==> config.mk <==
export PLATFORM = sky130hd
export DESIGN_NAME = crlf_line_assembler_unit_flat
export DESIGN_NICKNAME = d
export VERILOG_FILES = /design/src/cla_pkg.sv /design/src/cla_if.sv /design/src/crlf_line_assembler_unit.sv /design/src/cla_ram.sv /design/src/cla_cmd_fifo.sv /design/src/cla_front.sv /design/src/cla_back.sv /design/src/flat_wrapper.sv
export SDC_FILE = /design/constraint.sdc
export NUM_CORES = 1
export LEC_CHECK = 0
export BUFFER_PORTS_ARGS = -buffer_cell sky130_fd_sc_hd__buf_2
export CAP_MARGIN = 20
export CELL_PAD_IN_SITES_DETAIL_PLACEMENT = 2
export CELL_PAD_IN_SITES_GLOBAL_PLACEMENT = 2
export CORE_MARGIN = 3
export CORE_UTILIZATION = 30
export DETAILED_ROUTE_END_ITERATION = 8
export PLACE_DENSITY = 0.63
export SKIP_LAST_GASP = 1
export SYNTH_ARGS = -nofsm -noshare
export SYNTH_HDL_FRONTEND = slang
export SYNTH_SLANG_ARGS = --single-unit
export TNS_END_PERCENT = 20
==> constraint.sdc <==
create_clock -name clk -period 3.25 [get_ports clk]
set_input_delay 0.325 -clock clk [delete_from_list [all_inputs] [get_ports clk]]
set_output_delay 0.325 -clock clk [all_outputs]
set_load 0.01 [all_outputs]
==> src/cla_pkg.sv <==
// Shared types and constants of the CR/LF line assembler.
package cla_pkg;

    localparam logic [7:0] CHAR_LF = 8'h0A;
    localparam logic [7:0] CHAR_CR = 8'h0D;

    typedef enum logic
    {
        CMD_RAW  = 1'b0,
        CMD_LINE = 1'b1
    } cmd_kind_t;

    typedef enum logic
    {
        KIND_RAW  = 1'b0,
        KIND_LINE = 1'b1
    } out_kind_t;

endpackage

==> src/cla_if.sv <==
// Channel interfaces of the CR/LF line assembler: receive bytes, results and configuration.
interface cla_byte_if;
    logic       valid;
    logic       ready;
    logic [7:0] rx_byte;

    modport source (output valid, output rx_byte, input ready);
    modport sink (input valid, input rx_byte, output ready);
endinterface

interface cla_out_if;
    logic       valid;
    logic       ready;
    logic [7:0] out_byte;
    logic       out_kind;
    logic       end_of_run;

    modport source (output valid, output out_byte, output out_kind, output end_of_run,
                    input ready);
    modport sink (input valid, input out_byte, input out_kind, input end_of_run,
                  output ready);
endinterface

interface cla_cfg_if;
    logic valid;
    logic ready;
    logic passthrough_mode;

    modport source (output valid, output passthrough_mode, input ready);
    modport sink (input valid, input passthrough_mode, output ready);
endinterface

==> src/crlf_line_assembler_unit.sv <==
// Top level of the CR/LF line assembler: front, command queue, line store and back.
// A raw word passes through the command queue into the output register. A line's words
// follow once its terminator is accepted, each read from the line store, then output.
// Throughput: one input word per cycle while the command queue has room; in line mode input
// stalls while a completed line is queued or being emitted from the line store.
// Reset: clears mode register, fill count, queue and output register; line store left as is.
module crlf_line_assembler_unit #(
    parameter int LINE_CAPACITY = 64
) (
    input  logic clk,
    input  logic rst_n,
    cla_byte_if.sink   rx,
    cla_cfg_if.sink    cfg,
    cla_out_if.source  result
);

    localparam int LEN_W  = $clog2(LINE_CAPACITY);
    localparam int ADDR_W = $clog2(LINE_CAPACITY - 1);
    localparam int CMD_W  = 9 + LEN_W;

    logic              ram_we;
    logic [ADDR_W-1:0] ram_waddr;
    logic [7:0]        ram_wdata;
    logic              ram_re;
    logic [ADDR_W-1:0] ram_raddr;
    logic [7:0]        ram_rdata;
    logic              cmd_push;
    logic [CMD_W-1:0]  cmd_push_data;
    logic              cmd_full;
    logic              cmd_pop;
    logic              cmd_valid;
    logic [CMD_W-1:0]  cmd_pop_data;
    logic              line_done;

    cla_front #(
        .LINE_CAPACITY(LINE_CAPACITY)
    ) u_front (
        .clk       (clk),
        .rst_n     (rst_n),
        .rx        (rx),
        .cfg       (cfg),
        .ram_we    (ram_we),
        .ram_waddr (ram_waddr),
        .ram_wdata (ram_wdata),
        .cmd_push  (cmd_push),
        .cmd_data  (cmd_push_data),
        .cmd_full  (cmd_full),
        .line_done (line_done)
    );

    cla_cmd_fifo #(
        .WIDTH(CMD_W)
    ) u_fifo (
        .clk       (clk),
        .rst_n     (rst_n),
        .push      (cmd_push),
        .push_data (cmd_push_data),
        .full      (cmd_full),
        .pop       (cmd_pop),
        .not_empty (cmd_valid),
        .pop_data  (cmd_pop_data)
    );

    cla_ram #(
        .WIDTH(8),
        .DEPTH(LINE_CAPACITY - 1)
    ) u_line_store (
        .clk   (clk),
        .we    (ram_we),
        .waddr (ram_waddr),
        .wdata (ram_wdata),
        .re    (ram_re),
        .raddr (ram_raddr),
        .rdata (ram_rdata)
    );

    cla_back #(
        .LINE_CAPACITY(LINE_CAPACITY)
    ) u_back (
        .clk       (clk),
        .rst_n     (rst_n),
        .cmd_valid (cmd_valid),
        .cmd_data  (cmd_pop_data),
        .cmd_pop   (cmd_pop),
        .ram_re    (ram_re),
        .ram_raddr (ram_raddr),
        .ram_rdata (ram_rdata),
        .line_done (line_done),
        .result    (result)
    );

endmodule

==> src/cla_ram.sv <==
// Generic single write port, single read port RAM with registered read data.
module cla_ram #(
    parameter int WIDTH = 8,
    parameter int DEPTH = 63
) (
    input  logic                     clk,
    input  logic                     we,
    input  logic [$clog2(DEPTH)-1:0] waddr,
    input  logic [WIDTH-1:0]         wdata,
    input  logic                     re,
    input  logic [$clog2(DEPTH)-1:0] raddr,
    output logic [WIDTH-1:0]         rdata
);

    logic [WIDTH-1:0] mem [DEPTH];
    logic [WIDTH-1:0] rdata_reg;

    always_ff @(posedge clk)
    begin
        if (we)
        begin
            mem[waddr] <= wdata;
        end
        if (re)
        begin
            rdata_reg <= mem[raddr];
        end
    end

    assign rdata = rdata_reg;

endmodule

==> src/cla_cmd_fifo.sv <==
// Two-entry command queue between the front and back parts.
module cla_cmd_fifo #(
    parameter int WIDTH = 16
) (
    input  logic             clk,
    input  logic             rst_n,
    input  logic             push,
    input  logic [WIDTH-1:0] push_data,
    output logic             full,
    input  logic             pop,
    output logic             not_empty,
    output logic [WIDTH-1:0] pop_data
);

    logic [WIDTH-1:0] entry_reg [2];
    logic             wr_ptr_reg;
    logic             wr_ptr_next;
    logic             rd_ptr_reg;
    logic             rd_ptr_next;
    logic [1:0]       count_reg;
    logic [1:0]       count_next;

    assign full      = (count_reg == 2'd2);
    assign not_empty = (count_reg != 2'd0);
    assign pop_data  = entry_reg[rd_ptr_reg];

    always_comb
    begin
        wr_ptr_next = wr_ptr_reg;
        rd_ptr_next = rd_ptr_reg;
        count_next  = count_reg;
        if (push)
        begin
            wr_ptr_next = ~wr_ptr_reg;
        end
        if (pop)
        begin
            rd_ptr_next = ~rd_ptr_reg;
        end
        if (push && !pop)
        begin
            count_next = count_reg + 2'd1;
        end
        else if (pop && !push)
        begin
            count_next = count_reg - 2'd1;
        end
    end

    always_ff @(posedge clk or negedge rst_n)
    begin
        if (!rst_n)
        begin
            wr_ptr_reg <= 1'b0;
            rd_ptr_reg <= 1'b0;
            count_reg  <= 2'd0;
        end
        else
        begin
            wr_ptr_reg <= wr_ptr_next;
            rd_ptr_reg <= rd_ptr_next;
            count_reg  <= count_next;
        end
    end

    always_ff @(posedge clk)
    begin
        if (push)
        begin
            entry_reg[wr_ptr_reg] <= push_data;
        end
    end

endmodule

==> src/cla_front.sv <==
// Front part: accepts bytes, holds the mode register, fills the line store, issues commands.
module cla_front #(
    parameter int LINE_CAPACITY = 64
) (
    input  logic clk,
    input  logic rst_n,
    cla_byte_if.sink rx,
    cla_cfg_if.sink  cfg,
    output logic                                  ram_we,
    output logic [$clog2(LINE_CAPACITY-1)-1:0]    ram_waddr,
    output logic [7:0]                            ram_wdata,
    output logic                                  cmd_push,
    output logic [9+$clog2(LINE_CAPACITY)-1:0]    cmd_data,
    input  logic                                  cmd_full,
    input  logic                                  line_done
);

    localparam int LEN_W  = $clog2(LINE_CAPACITY);
    localparam int ADDR_W = $clog2(LINE_CAPACITY - 1);
    localparam logic [LEN_W-1:0] FILL_LIMIT = LEN_W'(LINE_CAPACITY - 1);

    logic             mode_reg;
    logic             mode_next;
    logic [LEN_W-1:0] fill_reg;
    logic [LEN_W-1:0] fill_next;
    logic             busy_reg;
    logic             busy_next;
    logic             accept;
    logic             is_term;

    assign cfg.ready = 1'b1;
    assign rx.ready  = !cmd_full && (mode_reg || !busy_reg);
    assign accept    = rx.valid && rx.ready;
    assign is_term   = (rx.rx_byte == cla_pkg::CHAR_LF) || (rx.rx_byte == cla_pkg::CHAR_CR);

    assign ram_waddr = fill_reg[ADDR_W-1:0];
    assign ram_wdata = rx.rx_byte;

    always_comb
    begin
        mode_next = mode_reg;
        fill_next = fill_reg;
        busy_next = busy_reg;
        ram_we    = 1'b0;
        cmd_push  = 1'b0;
        cmd_data  = {cla_pkg::CMD_RAW, rx.rx_byte, {LEN_W{1'b0}}};
        if (cfg.valid)
        begin
            mode_next = cfg.passthrough_mode;
        end
        if (line_done)
        begin
            busy_next = 1'b0;
        end
        if (accept)
        begin
            if (mode_reg)
            begin
                cmd_push = 1'b1;
            end
            else if (fill_reg >= FILL_LIMIT)
            begin
                fill_next = '0;
            end
            else
            begin
                ram_we = 1'b1;
                if (is_term)
                begin
                    fill_next = '0;
                    if (fill_reg != '0)
                    begin
                        cmd_push  = 1'b1;
                        busy_next = 1'b1;
                        cmd_data  = {cla_pkg::CMD_LINE, rx.rx_byte, fill_reg + LEN_W'(1)};
                    end
                end
                else
                begin
                    fill_next = fill_reg + LEN_W'(1);
                end
            end
        end
    end

    always_ff @(posedge clk or negedge rst_n)
    begin
        if (!rst_n)
        begin
            mode_reg <= 1'b0;
            fill_reg <= '0;
            busy_reg <= 1'b0;
        end
        else
        begin
            mode_reg <= mode_next;
            fill_reg <= fill_next;
            busy_reg <= busy_next;
        end
    end

endmodule

==> src/cla_back.sv <==
// Back part: executes queued commands, reads the line store and drives the result register.
module cla_back #(
    parameter int LINE_CAPACITY = 64
) (
    input  logic clk,
    input  logic rst_n,
    input  logic                                  cmd_valid,
    input  logic [9+$clog2(LINE_CAPACITY)-1:0]    cmd_data,
    output logic                                  cmd_pop,
    output logic                                  ram_re,
    output logic [$clog2(LINE_CAPACITY-1)-1:0]    ram_raddr,
    input  logic [7:0]                            ram_rdata,
    output logic                                  line_done,
    cla_out_if.source result
);

    localparam int LEN_W  = $clog2(LINE_CAPACITY);
    localparam int ADDR_W = $clog2(LINE_CAPACITY - 1);

    typedef enum logic [1:0]
    {
        ST_IDLE,
        ST_READ,
        ST_EMIT
    } state_t;

    state_t             state_reg;
    state_t             state_next;
    logic [LEN_W-1:0]   idx_reg;
    logic [LEN_W-1:0]   idx_next;
    logic [LEN_W-1:0]   len_reg;
    logic [LEN_W-1:0]   len_next;
    logic               valid_reg;
    logic               valid_next;
    logic [7:0]         byte_reg;
    logic [7:0]         byte_next;
    logic               kind_reg;
    logic               kind_next;
    logic               last_reg;
    logic               last_next;
    logic               out_free;
    logic               is_last;
    cla_pkg::cmd_kind_t cmd_kind;
    logic [7:0]         cmd_byte;
    logic [LEN_W-1:0]   cmd_len;

    assign cmd_kind  = cla_pkg::cmd_kind_t'(cmd_data[LEN_W+8]);
    assign cmd_byte  = cmd_data[LEN_W+7:LEN_W];
    assign cmd_len   = cmd_data[LEN_W-1:0];
    assign out_free  = !valid_reg || result.ready;
    assign is_last   = (idx_reg + LEN_W'(1)) == len_reg;
    assign ram_raddr = idx_reg[ADDR_W-1:0];

    assign result.valid      = valid_reg;
    assign result.out_byte   = byte_reg;
    assign result.out_kind   = kind_reg;
    assign result.end_of_run = last_reg;

    always_comb
    begin
        state_next = state_reg;
        idx_next   = idx_reg;
        len_next   = len_reg;
        valid_next = valid_reg;
        byte_next  = byte_reg;
        kind_next  = kind_reg;
        last_next  = last_reg;
        cmd_pop    = 1'b0;
        ram_re     = 1'b0;
        line_done  = 1'b0;
        if (valid_reg && result.ready)
        begin
            valid_next = 1'b0;
        end
        unique case (state_reg)
            ST_IDLE:
            begin
                if (cmd_valid && out_free)
                begin
                    cmd_pop = 1'b1;
                    if (cmd_kind == cla_pkg::CMD_RAW)
                    begin
                        valid_next = 1'b1;
                        byte_next  = cmd_byte;
                        kind_next  = cla_pkg::KIND_RAW;
                        last_next  = 1'b1;
                    end
                    else
                    begin
                        idx_next   = '0;
                        len_next   = cmd_len;
                        state_next = ST_READ;
                    end
                end
            end
            ST_READ:
            begin
                ram_re     = 1'b1;
                state_next = ST_EMIT;
            end
            ST_EMIT:
            begin
                if (out_free)
                begin
                    valid_next = 1'b1;
                    byte_next  = ram_rdata;
                    kind_next  = cla_pkg::KIND_LINE;
                    last_next  = is_last;
                    if (is_last)
                    begin
                        line_done  = 1'b1;
                        state_next = ST_IDLE;
                    end
                    else
                    begin
                        idx_next   = idx_reg + LEN_W'(1);
                        state_next = ST_READ;
                    end
                end
            end
            default:
            begin
                state_next = ST_IDLE;
            end
        endcase
    end

    always_ff @(posedge clk or negedge rst_n)
    begin
        if (!rst_n)
        begin
            state_reg <= ST_IDLE;
            idx_reg   <= '0;
            len_reg   <= '0;
            valid_reg <= 1'b0;
            byte_reg  <= '0;
            kind_reg  <= 1'b0;
            last_reg  <= 1'b0;
        end
        else
        begin
            state_reg <= state_next;
            idx_reg   <= idx_next;
            len_reg   <= len_next;
            valid_reg <= valid_next;
            byte_reg  <= byte_next;
            kind_reg  <= kind_next;
            last_reg  <= last_next;
        end
    end

endmodule

==> src/flat_wrapper.sv <==
// flat-port wrapper written by rule: the top's interface ports become plain ports
module crlf_line_assembler_unit_flat 
#(
    parameter int LINE_CAPACITY = 64
)
  (clk, rst_n, rx_valid, rx_rx_byte, rx_ready, cfg_valid, cfg_passthrough_mode, cfg_ready, result_valid, result_out_byte, result_out_kind, result_end_of_run, result_ready);
  cla_byte_if rx_i ();
  cla_cfg_if cfg_i ();
  cla_out_if result_i ();
  input  logic clk;
  input  logic rst_n;
  input wire logic [$bits(rx_i.valid)-1:0] rx_valid;
  input wire logic [$bits(rx_i.rx_byte)-1:0] rx_rx_byte;
  output wire logic [$bits(rx_i.ready)-1:0] rx_ready;
  input wire logic [$bits(cfg_i.valid)-1:0] cfg_valid;
  input wire logic [$bits(cfg_i.passthrough_mode)-1:0] cfg_passthrough_mode;
  output wire logic [$bits(cfg_i.ready)-1:0] cfg_ready;
  output wire logic [$bits(result_i.valid)-1:0] result_valid;
  output wire logic [$bits(result_i.out_byte)-1:0] result_out_byte;
  output wire logic [$bits(result_i.out_kind)-1:0] result_out_kind;
  output wire logic [$bits(result_i.end_of_run)-1:0] result_end_of_run;
  input wire logic [$bits(result_i.ready)-1:0] result_ready;
  assign rx_i.valid = rx_valid;
  assign rx_i.rx_byte = rx_rx_byte;
  assign rx_ready = rx_i.ready;
  assign cfg_i.valid = cfg_valid;
  assign cfg_i.passthrough_mode = cfg_passthrough_mode;
  assign cfg_ready = cfg_i.ready;
  assign result_valid = result_i.valid;
  assign result_out_byte = result_i.out_byte;
  assign result_out_kind = result_i.out_kind;
  assign result_end_of_run = result_i.end_of_run;
  assign result_i.ready = result_ready;
  crlf_line_assembler_unit #(.LINE_CAPACITY(LINE_CAPACITY)) u_core (.clk(clk), .rst_n(rst_n), .rx(rx_i), .cfg(cfg_i), .result(result_i));
endmodule
**Yosys cells after proc, flatten, opt, wreduce, memory -nomap -nowiden**

Memories as Yosys holds them, arrays and structs flattened. A register that Yosys moved wholly into a read port is not among the register bits.
Index checks and enable logic that the tools add are counted.

- Word-level logic and storage cells: 118
- RAM bits: 534
- Register bits after elaboration: 37
- Memories: 2

Memories:

| memory | depth | width | read ports | clocked after Yosys merged registers in | wr ports | RTL line | source |
|---|---|---|---|---|---|---|---|
| u_core.u_line_store.mem | 63 | 8 | 1 | 1 | 1 | cla_ram.sv:15 | `logic [WIDTH-1:0] mem [DEPTH];` |
| u_core.u_fifo.entry_reg | 2 | 15 | 1 | 0 | 1 | cla_cmd_fifo.sv:15 | `logic [WIDTH-1:0] entry_reg [2];` |

- Reduce and logical (&&, ||, !) cells: 24
- Muxes and demuxes: 60
- Magnitude comparators: 1
- $add $sub $neg: 4
- Equal/unequal tests: 11
- Bitwise gates (word level): 3

Operator list:

| kind | count |
|---|---|
| $mux W15 | 5 |
| $mux W6 | 6 |
| $mux W1 | 35 |
| $mux W8 | 3 |
| $eq A8 B4 Y1 const B | 2 |
| $pmux W8 S2 | 1 |
| $add A6 B1 Y6 const B | 2 |
| $pmux W6 S2 | 1 |
| $mux W2 | 5 |
| $ne A2 B2 Y1 const B | 5 |
| $eq A6 B6 Y1 | 1 |
| $ge A6 B6 Y1 const B | 1 |
| $logic_and A1 B1 Y1 | 6 |
| $pmux W1 S2 | 3 |
| $pmux W2 S3 | 1 |
| $reduce_and A3 Y1 | 2 |
| $reduce_bool A2 Y1 | 3 |
| $reduce_bool A6 Y1 | 1 |
| $logic_not A1 Y1 | 5 |
| $reduce_and A5 Y1 | 1 |
| $eq A2 B2 Y1 const B | 2 |
| $reduce_and A4 Y1 | 1 |
| $logic_or A1 B1 Y1 | 3 |
| $not A1 Y1 | 3 |
| other kinds (5) | 5 |

**Longest topological paths before layout**

- Depth in word-level cells: 11
- Mapped depth: 11
- Depth with buffers taken out: 10

**Cells and area by module**

A second synthesis with hierarchy kept.

- Cells, all modules: 1217
- Area total of the unflattened synthesis: 23238.5 sq um

Modules (own cells, without submodules):

| module | cells an instance | times used | area an instance (sq um) |
|---|---|---|---|
| cla_ram | 949 | 1 | 19886.6 |
| cla_cmd_fifo | 63 | 1 | 1323.8 |
| cla_back | 113 | 1 | 1302.5 |
| cla_front | 92 | 1 | 725.7 |

**Worst setup path before layout**

No wires, ideal clock.

- Kind: flip-flop to flip-flop
- Start: register u_core.u_front.fill_reg[0] (netlist: u_core.u_front.ram_waddr[0])
- End: memory u_core.u_fifo.entry_reg[0][0] in the netlist's numbering, enable pin
- Cell stages (with the launch flop): 8
- Clock period less this slack: 2.732 ns
- Required time: 2.844 ns
- Setup slack: 0.518 ns
- Arrival time: 2.326 ns
- Cell sequence: dfrtp_1 > clkbuf_1 > inv_1 > ha_1 > nor3b_1 > nor2_1 > a21oi_1 > nor3_1

- Cells in the longest elaborated chain, start to end: 8

Ends and longest elaborated chain:

| element | RTL line | source |
|---|---|---|
| from (decl) | cla_front.sv:24 | `logic [LEN_W-1:0] fill_reg;` |
| from (signal assigned) | cla_front.sv:97 | `fill_reg <= fill_next;` |
| branches (longest 3 deep; another with $ge A6 B6 Y1) | -- |  |
| $mux W1 (*) | cla_front.sv:61 | `else if (fill_reg >= FILL_LIMIT)` |
| $mux W1 (*) | cla_front.sv:57 | `if (mode_reg)` |
| $mux W1 (*) | cla_front.sv:55 | `if (accept)` |
| $mux W1 (*) | cla_cmd_fifo.sv:68 | `if (push)` |
| $mux W1 (not written as such) (*) | cla_cmd_fifo.sv:70 | `entry_reg[wr_ptr_reg] <= push_data;` |
| to (decl) | cla_cmd_fifo.sv:15 |  |

Mark *: on every way between the ends.

==> results.tsv <==
metric	value	unit
switching_share	0.285	
share_seq_of_total_power	0.438	
yosysUniqueCellTypes	55	
finalHoldViolations	0	
cts_resized	0	
leak_pwr	0.00880	uW
antenna_violations_before_repair	1	
post_synth_most_frequent_cells	sky130_fd_sc_hd__edfxtp_1 (542), sky130_fd_sc_hd__mux4_2 (120), sky130_fd_sc_hd__nor2_1 (102), sky130_fd_sc_hd__mux2i_1 (66), sky130_fd_sc_hd__nand2_1 (50)	
totalWireLength	62.9	mm
synth_nets	1209	
std_cell_rows	100	
drtAntennaViolNets	0	
htree_levels	2	
layout_min_cycle_time	3.06	ns
met3RoutedLength	2.44	mm
synth.most_common_cell	sky130_fd_sc_hd__edfxtp_1	
crit_path_start	u_core.u_back.ram_raddr[0]	
cts_made_buffers	61	
portBuffers	25	
cts_tree	built	
worst_clock_skew	0.0270	ns
dp_slack	0.199	ns
ioPinCount	27	
post_route_utilization	0.357	
layout.cells.non_filler	2340	
first_global_vias	13100	
yosys_register_bits	579	
crit_path_max_fanout	19	
crit-reg2reg-launch	u_core.u_back.ram_raddr[0]	
worst_setup_hold_path_clk_slew	0.06	ns
yosys.area.top_type_share	0.713	
final_cycle_share	0.940	
start_util	0.305	
wl_met2	31.3	mm
max_freq	327	MHz
worst_hold_path_type	in2reg	
gp_routability_congestion	0.766	
critPathArrivalTime	3.40	ns
global_route_wire_length_before_repair	93.7	mm
largest_register_ffs	504	
first_iter_violations	1020	
drc_errors	0	
synth.area.top_cells	sky130_fd_sc_hd__edfxtp_1 (71%), sky130_fd_sc_hd__mux4_2 (12%), sky130_fd_sc_hd__dfrtp_1 (4.1%)	
drt-wirelength-per-cell	26.9	um
synthesis.instances	1191	
finalMaxSlewViolations	0	
postSynth.asyncResetShare	0.0639	
nets	1339	
synth-seq-area-share	0.753	
synth_top_cell_by_area	sky130_fd_sc_hd__edfxtp_1	
worst_setup_path_end_kind	register	
route.vias.total	11900	
globalRouteTotalUtil	0.161	
die_area	79500	um^2
cts_sinks	579	
min-delay-start	result_ready	
mappedNetlistArea	22800	um^2
antennaDiodeCount	0	
critical_path_class	reg2reg	
grt_max_degree	66	
floorplan.die.height	282	um
timing.final.setup_violations	0	
ys.warnings.count	0	
power.share.combinational	0.219	
clockRootBuffer	sky130_fd_sc_hd__clkbuf_16	
run_status	complete, no violations	
p_switching	5830	uW
highest_layer	met4	
overflow	0	
internal-power	14600	uW
syn-mean-instance-area	19.2	um^2
clk_latency	0.64	ns
timing.final.ws_setup	0.194	ns
layout-area-overhead-vs-synth	17.3	%
dp_hpwl	39.0	mm
drt_first_pass_iters	5	
power.density_cell_area	764	nW/um^2
synth_flop_type	sky130_fd_sc_hd__edfxtp_1	
maxSlewHeadroom	0.319	
drv_cap	0	
clock_power_share	0.343	
setup_tns	0	ns
clock_tree.buffer_depth	3	
transition_time_at_the_pin_with_the_least_slew_margin	1.02	ns
timing.critical_path.required	3.60	ns
core_area	74900	um^2
numPlacedInstances	2224	
grt_setup_unrepaired	false	
start_kind	register	
vdd.ir_drop.worst	0.441	mV
vias_per_cell	5.09	
wirelength_met1	27.8	mm
synth-edff-count	542	
die_x	282	um
drive_above_1_share	0.255	
layer usage:
layer  global-route usage  vias to the layer above
li1                     -                     5060
met1                0.222                     6466
met2                0.272                      287
met3               0.0183                       87
met4               0.0416                        0
met5                    0                        -
final cells by class:
class | count | area, um^2
timing repair buffer | 130 | 1010
fill | 7215 | 48200
clock buffer | 82 | 1610
sequential | 579 | 17200
inverter | 11 | 41.3
clock inverter | 31 | 373
multi-input combinational | 538 | 5330
tap | 969 | 1210
placed cells by master, fill, tap and decap left out, types with 5 or more instances in the layout:
| cell type | Yosys | routed |
|---|---|---|
| sky130_fd_sc_hd__edfxtp_1 | 542 | 542 |
| sky130_fd_sc_hd__mux4_2 | 120 | 120 |
| sky130_fd_sc_hd__nor2_1 | 102 | 102 |
| sky130_fd_sc_hd__buf_4 | 3 | 95 |
| sky130_fd_sc_hd__mux2i_1 | 66 | 66 |
| sky130_fd_sc_hd__clkbuf_16 | 0 | 61 |
| sky130_fd_sc_hd__nand2_1 | 50 | 50 |
| sky130_fd_sc_hd__o21ai_0 | 41 | 41 |
| sky130_fd_sc_hd__dfrtp_1 | 37 | 34 |
| sky130_fd_sc_hd__buf_2 | 22 | 25 |
| sky130_fd_sc_hd__clkbuf_1 | 29 | 21 |
| sky130_fd_sc_hd__a21oi_1 | 20 | 20 |
| sky130_fd_sc_hd__nand3_1 | 14 | 14 |
| sky130_fd_sc_hd__o22ai_1 | 13 | 13 |
| sky130_fd_sc_hd__clkinv_1 | 0 | 13 |
| sky130_fd_sc_hd__inv_1 | 9 | 9 |
| sky130_fd_sc_hd__xor2_1 | 9 | 9 |
| sky130_fd_sc_hd__a22oi_1 | 8 | 8 |
| sky130_fd_sc_hd__a221oi_1 | 8 | 8 |
| sky130_fd_sc_hd__mux2_2 | 8 | 8 |
| sky130_fd_sc_hd__bufinv_16 | 0 | 8 |
| sky130_fd_sc_hd__xnor2_1 | 7 | 7 |
| sky130_fd_sc_hd__buf_12 | 0 | 7 |
| sky130_fd_sc_hd__o211ai_1 | 6 | 6 |
| sky130_fd_sc_hd__clkinv_2 | 0 | 5 |
path summary, 6_finish.rpt:
| path | cells after the start | to | slack [ns] |
|---|---|---|---|
| worst max-delay path | 6 | u_core.u_line_store.rdata[7] | 0.19 |
| worst min-delay path | 3 | u_core.u_back.state_reg[1] | 0.05 |
| worst max register to register | 6 | u_core.u_line_store.rdata[7] | 0.19 |
| worst min register to register | 1 | u_core.u_back.result.out_byte[0] | 0.51 |
| max in group asynchronous | 2 | u_core.u_back.ram_raddr[1] | 2.22 |
| min in group asynchronous | 2 | u_core.u_back.len_reg[3] | 0.37 |
logic make-up after synthesis:
logic type	after synthesis	share of synthesized area
compound gates	120	0.0339
xor+xnor	16	0.00614
simple gates	203	0.0394
fa+ha+maj	4	0.00219
buf+inv	74	0.0139
other cells	1	0.000164
mux	194	0.151
flops	579	0.753
power by group through the flow:
| stage | combinational, uW | clock (uW) | sequential (uW) |
|---|---|---|---|
| floorplan | 2980 | 0 | 8860 |
| global placement | 4430 | 0 | 9080 |
| detailed placement | 4550 | 0 | 9100 |
| CTS | 4590 | 7180 | 8950 |
| global route | 4840 | 7470 | 8990 |
| finish | 4480 | 7030 | 8950 |
worst max-delay path: stages, from the launching register on:
cell and delay (ns):
sky130_fd_sc_hd__dfrtp_4 0.77, sky130_fd_sc_hd__buf_4 0.30, sky130_fd_sc_hd__mux4_2 0.56, sky130_fd_sc_hd__a221oi_1 0.32, sky130_fd_sc_hd__o21ai_0 0.31, sky130_fd_sc_hd__a21oi_1 0.39
sky130_fd_sc_hd__a31oi_1 0.10
repair_timing:
item	4_1_cts	5_1_grt
hold buffers	3	0
hold endpoints to repair	38	0
setup buffers	0	0
through the flow:
stage / hold WS [ns] / power, uW / cell area, um^2
global placement: 0.482 / 13500 / 24800
detailed placement: 0.493 / 13700 / 24800
finish: 0.0472 / 20500 / 26800
CTS: 0.0123 / 20700 / 26800
global route: 0.0314 / 21300 / 26800
floorplan: 0.0294 / 11800 / 22800
Note: power is estimated with default switching activity, not from simulation.
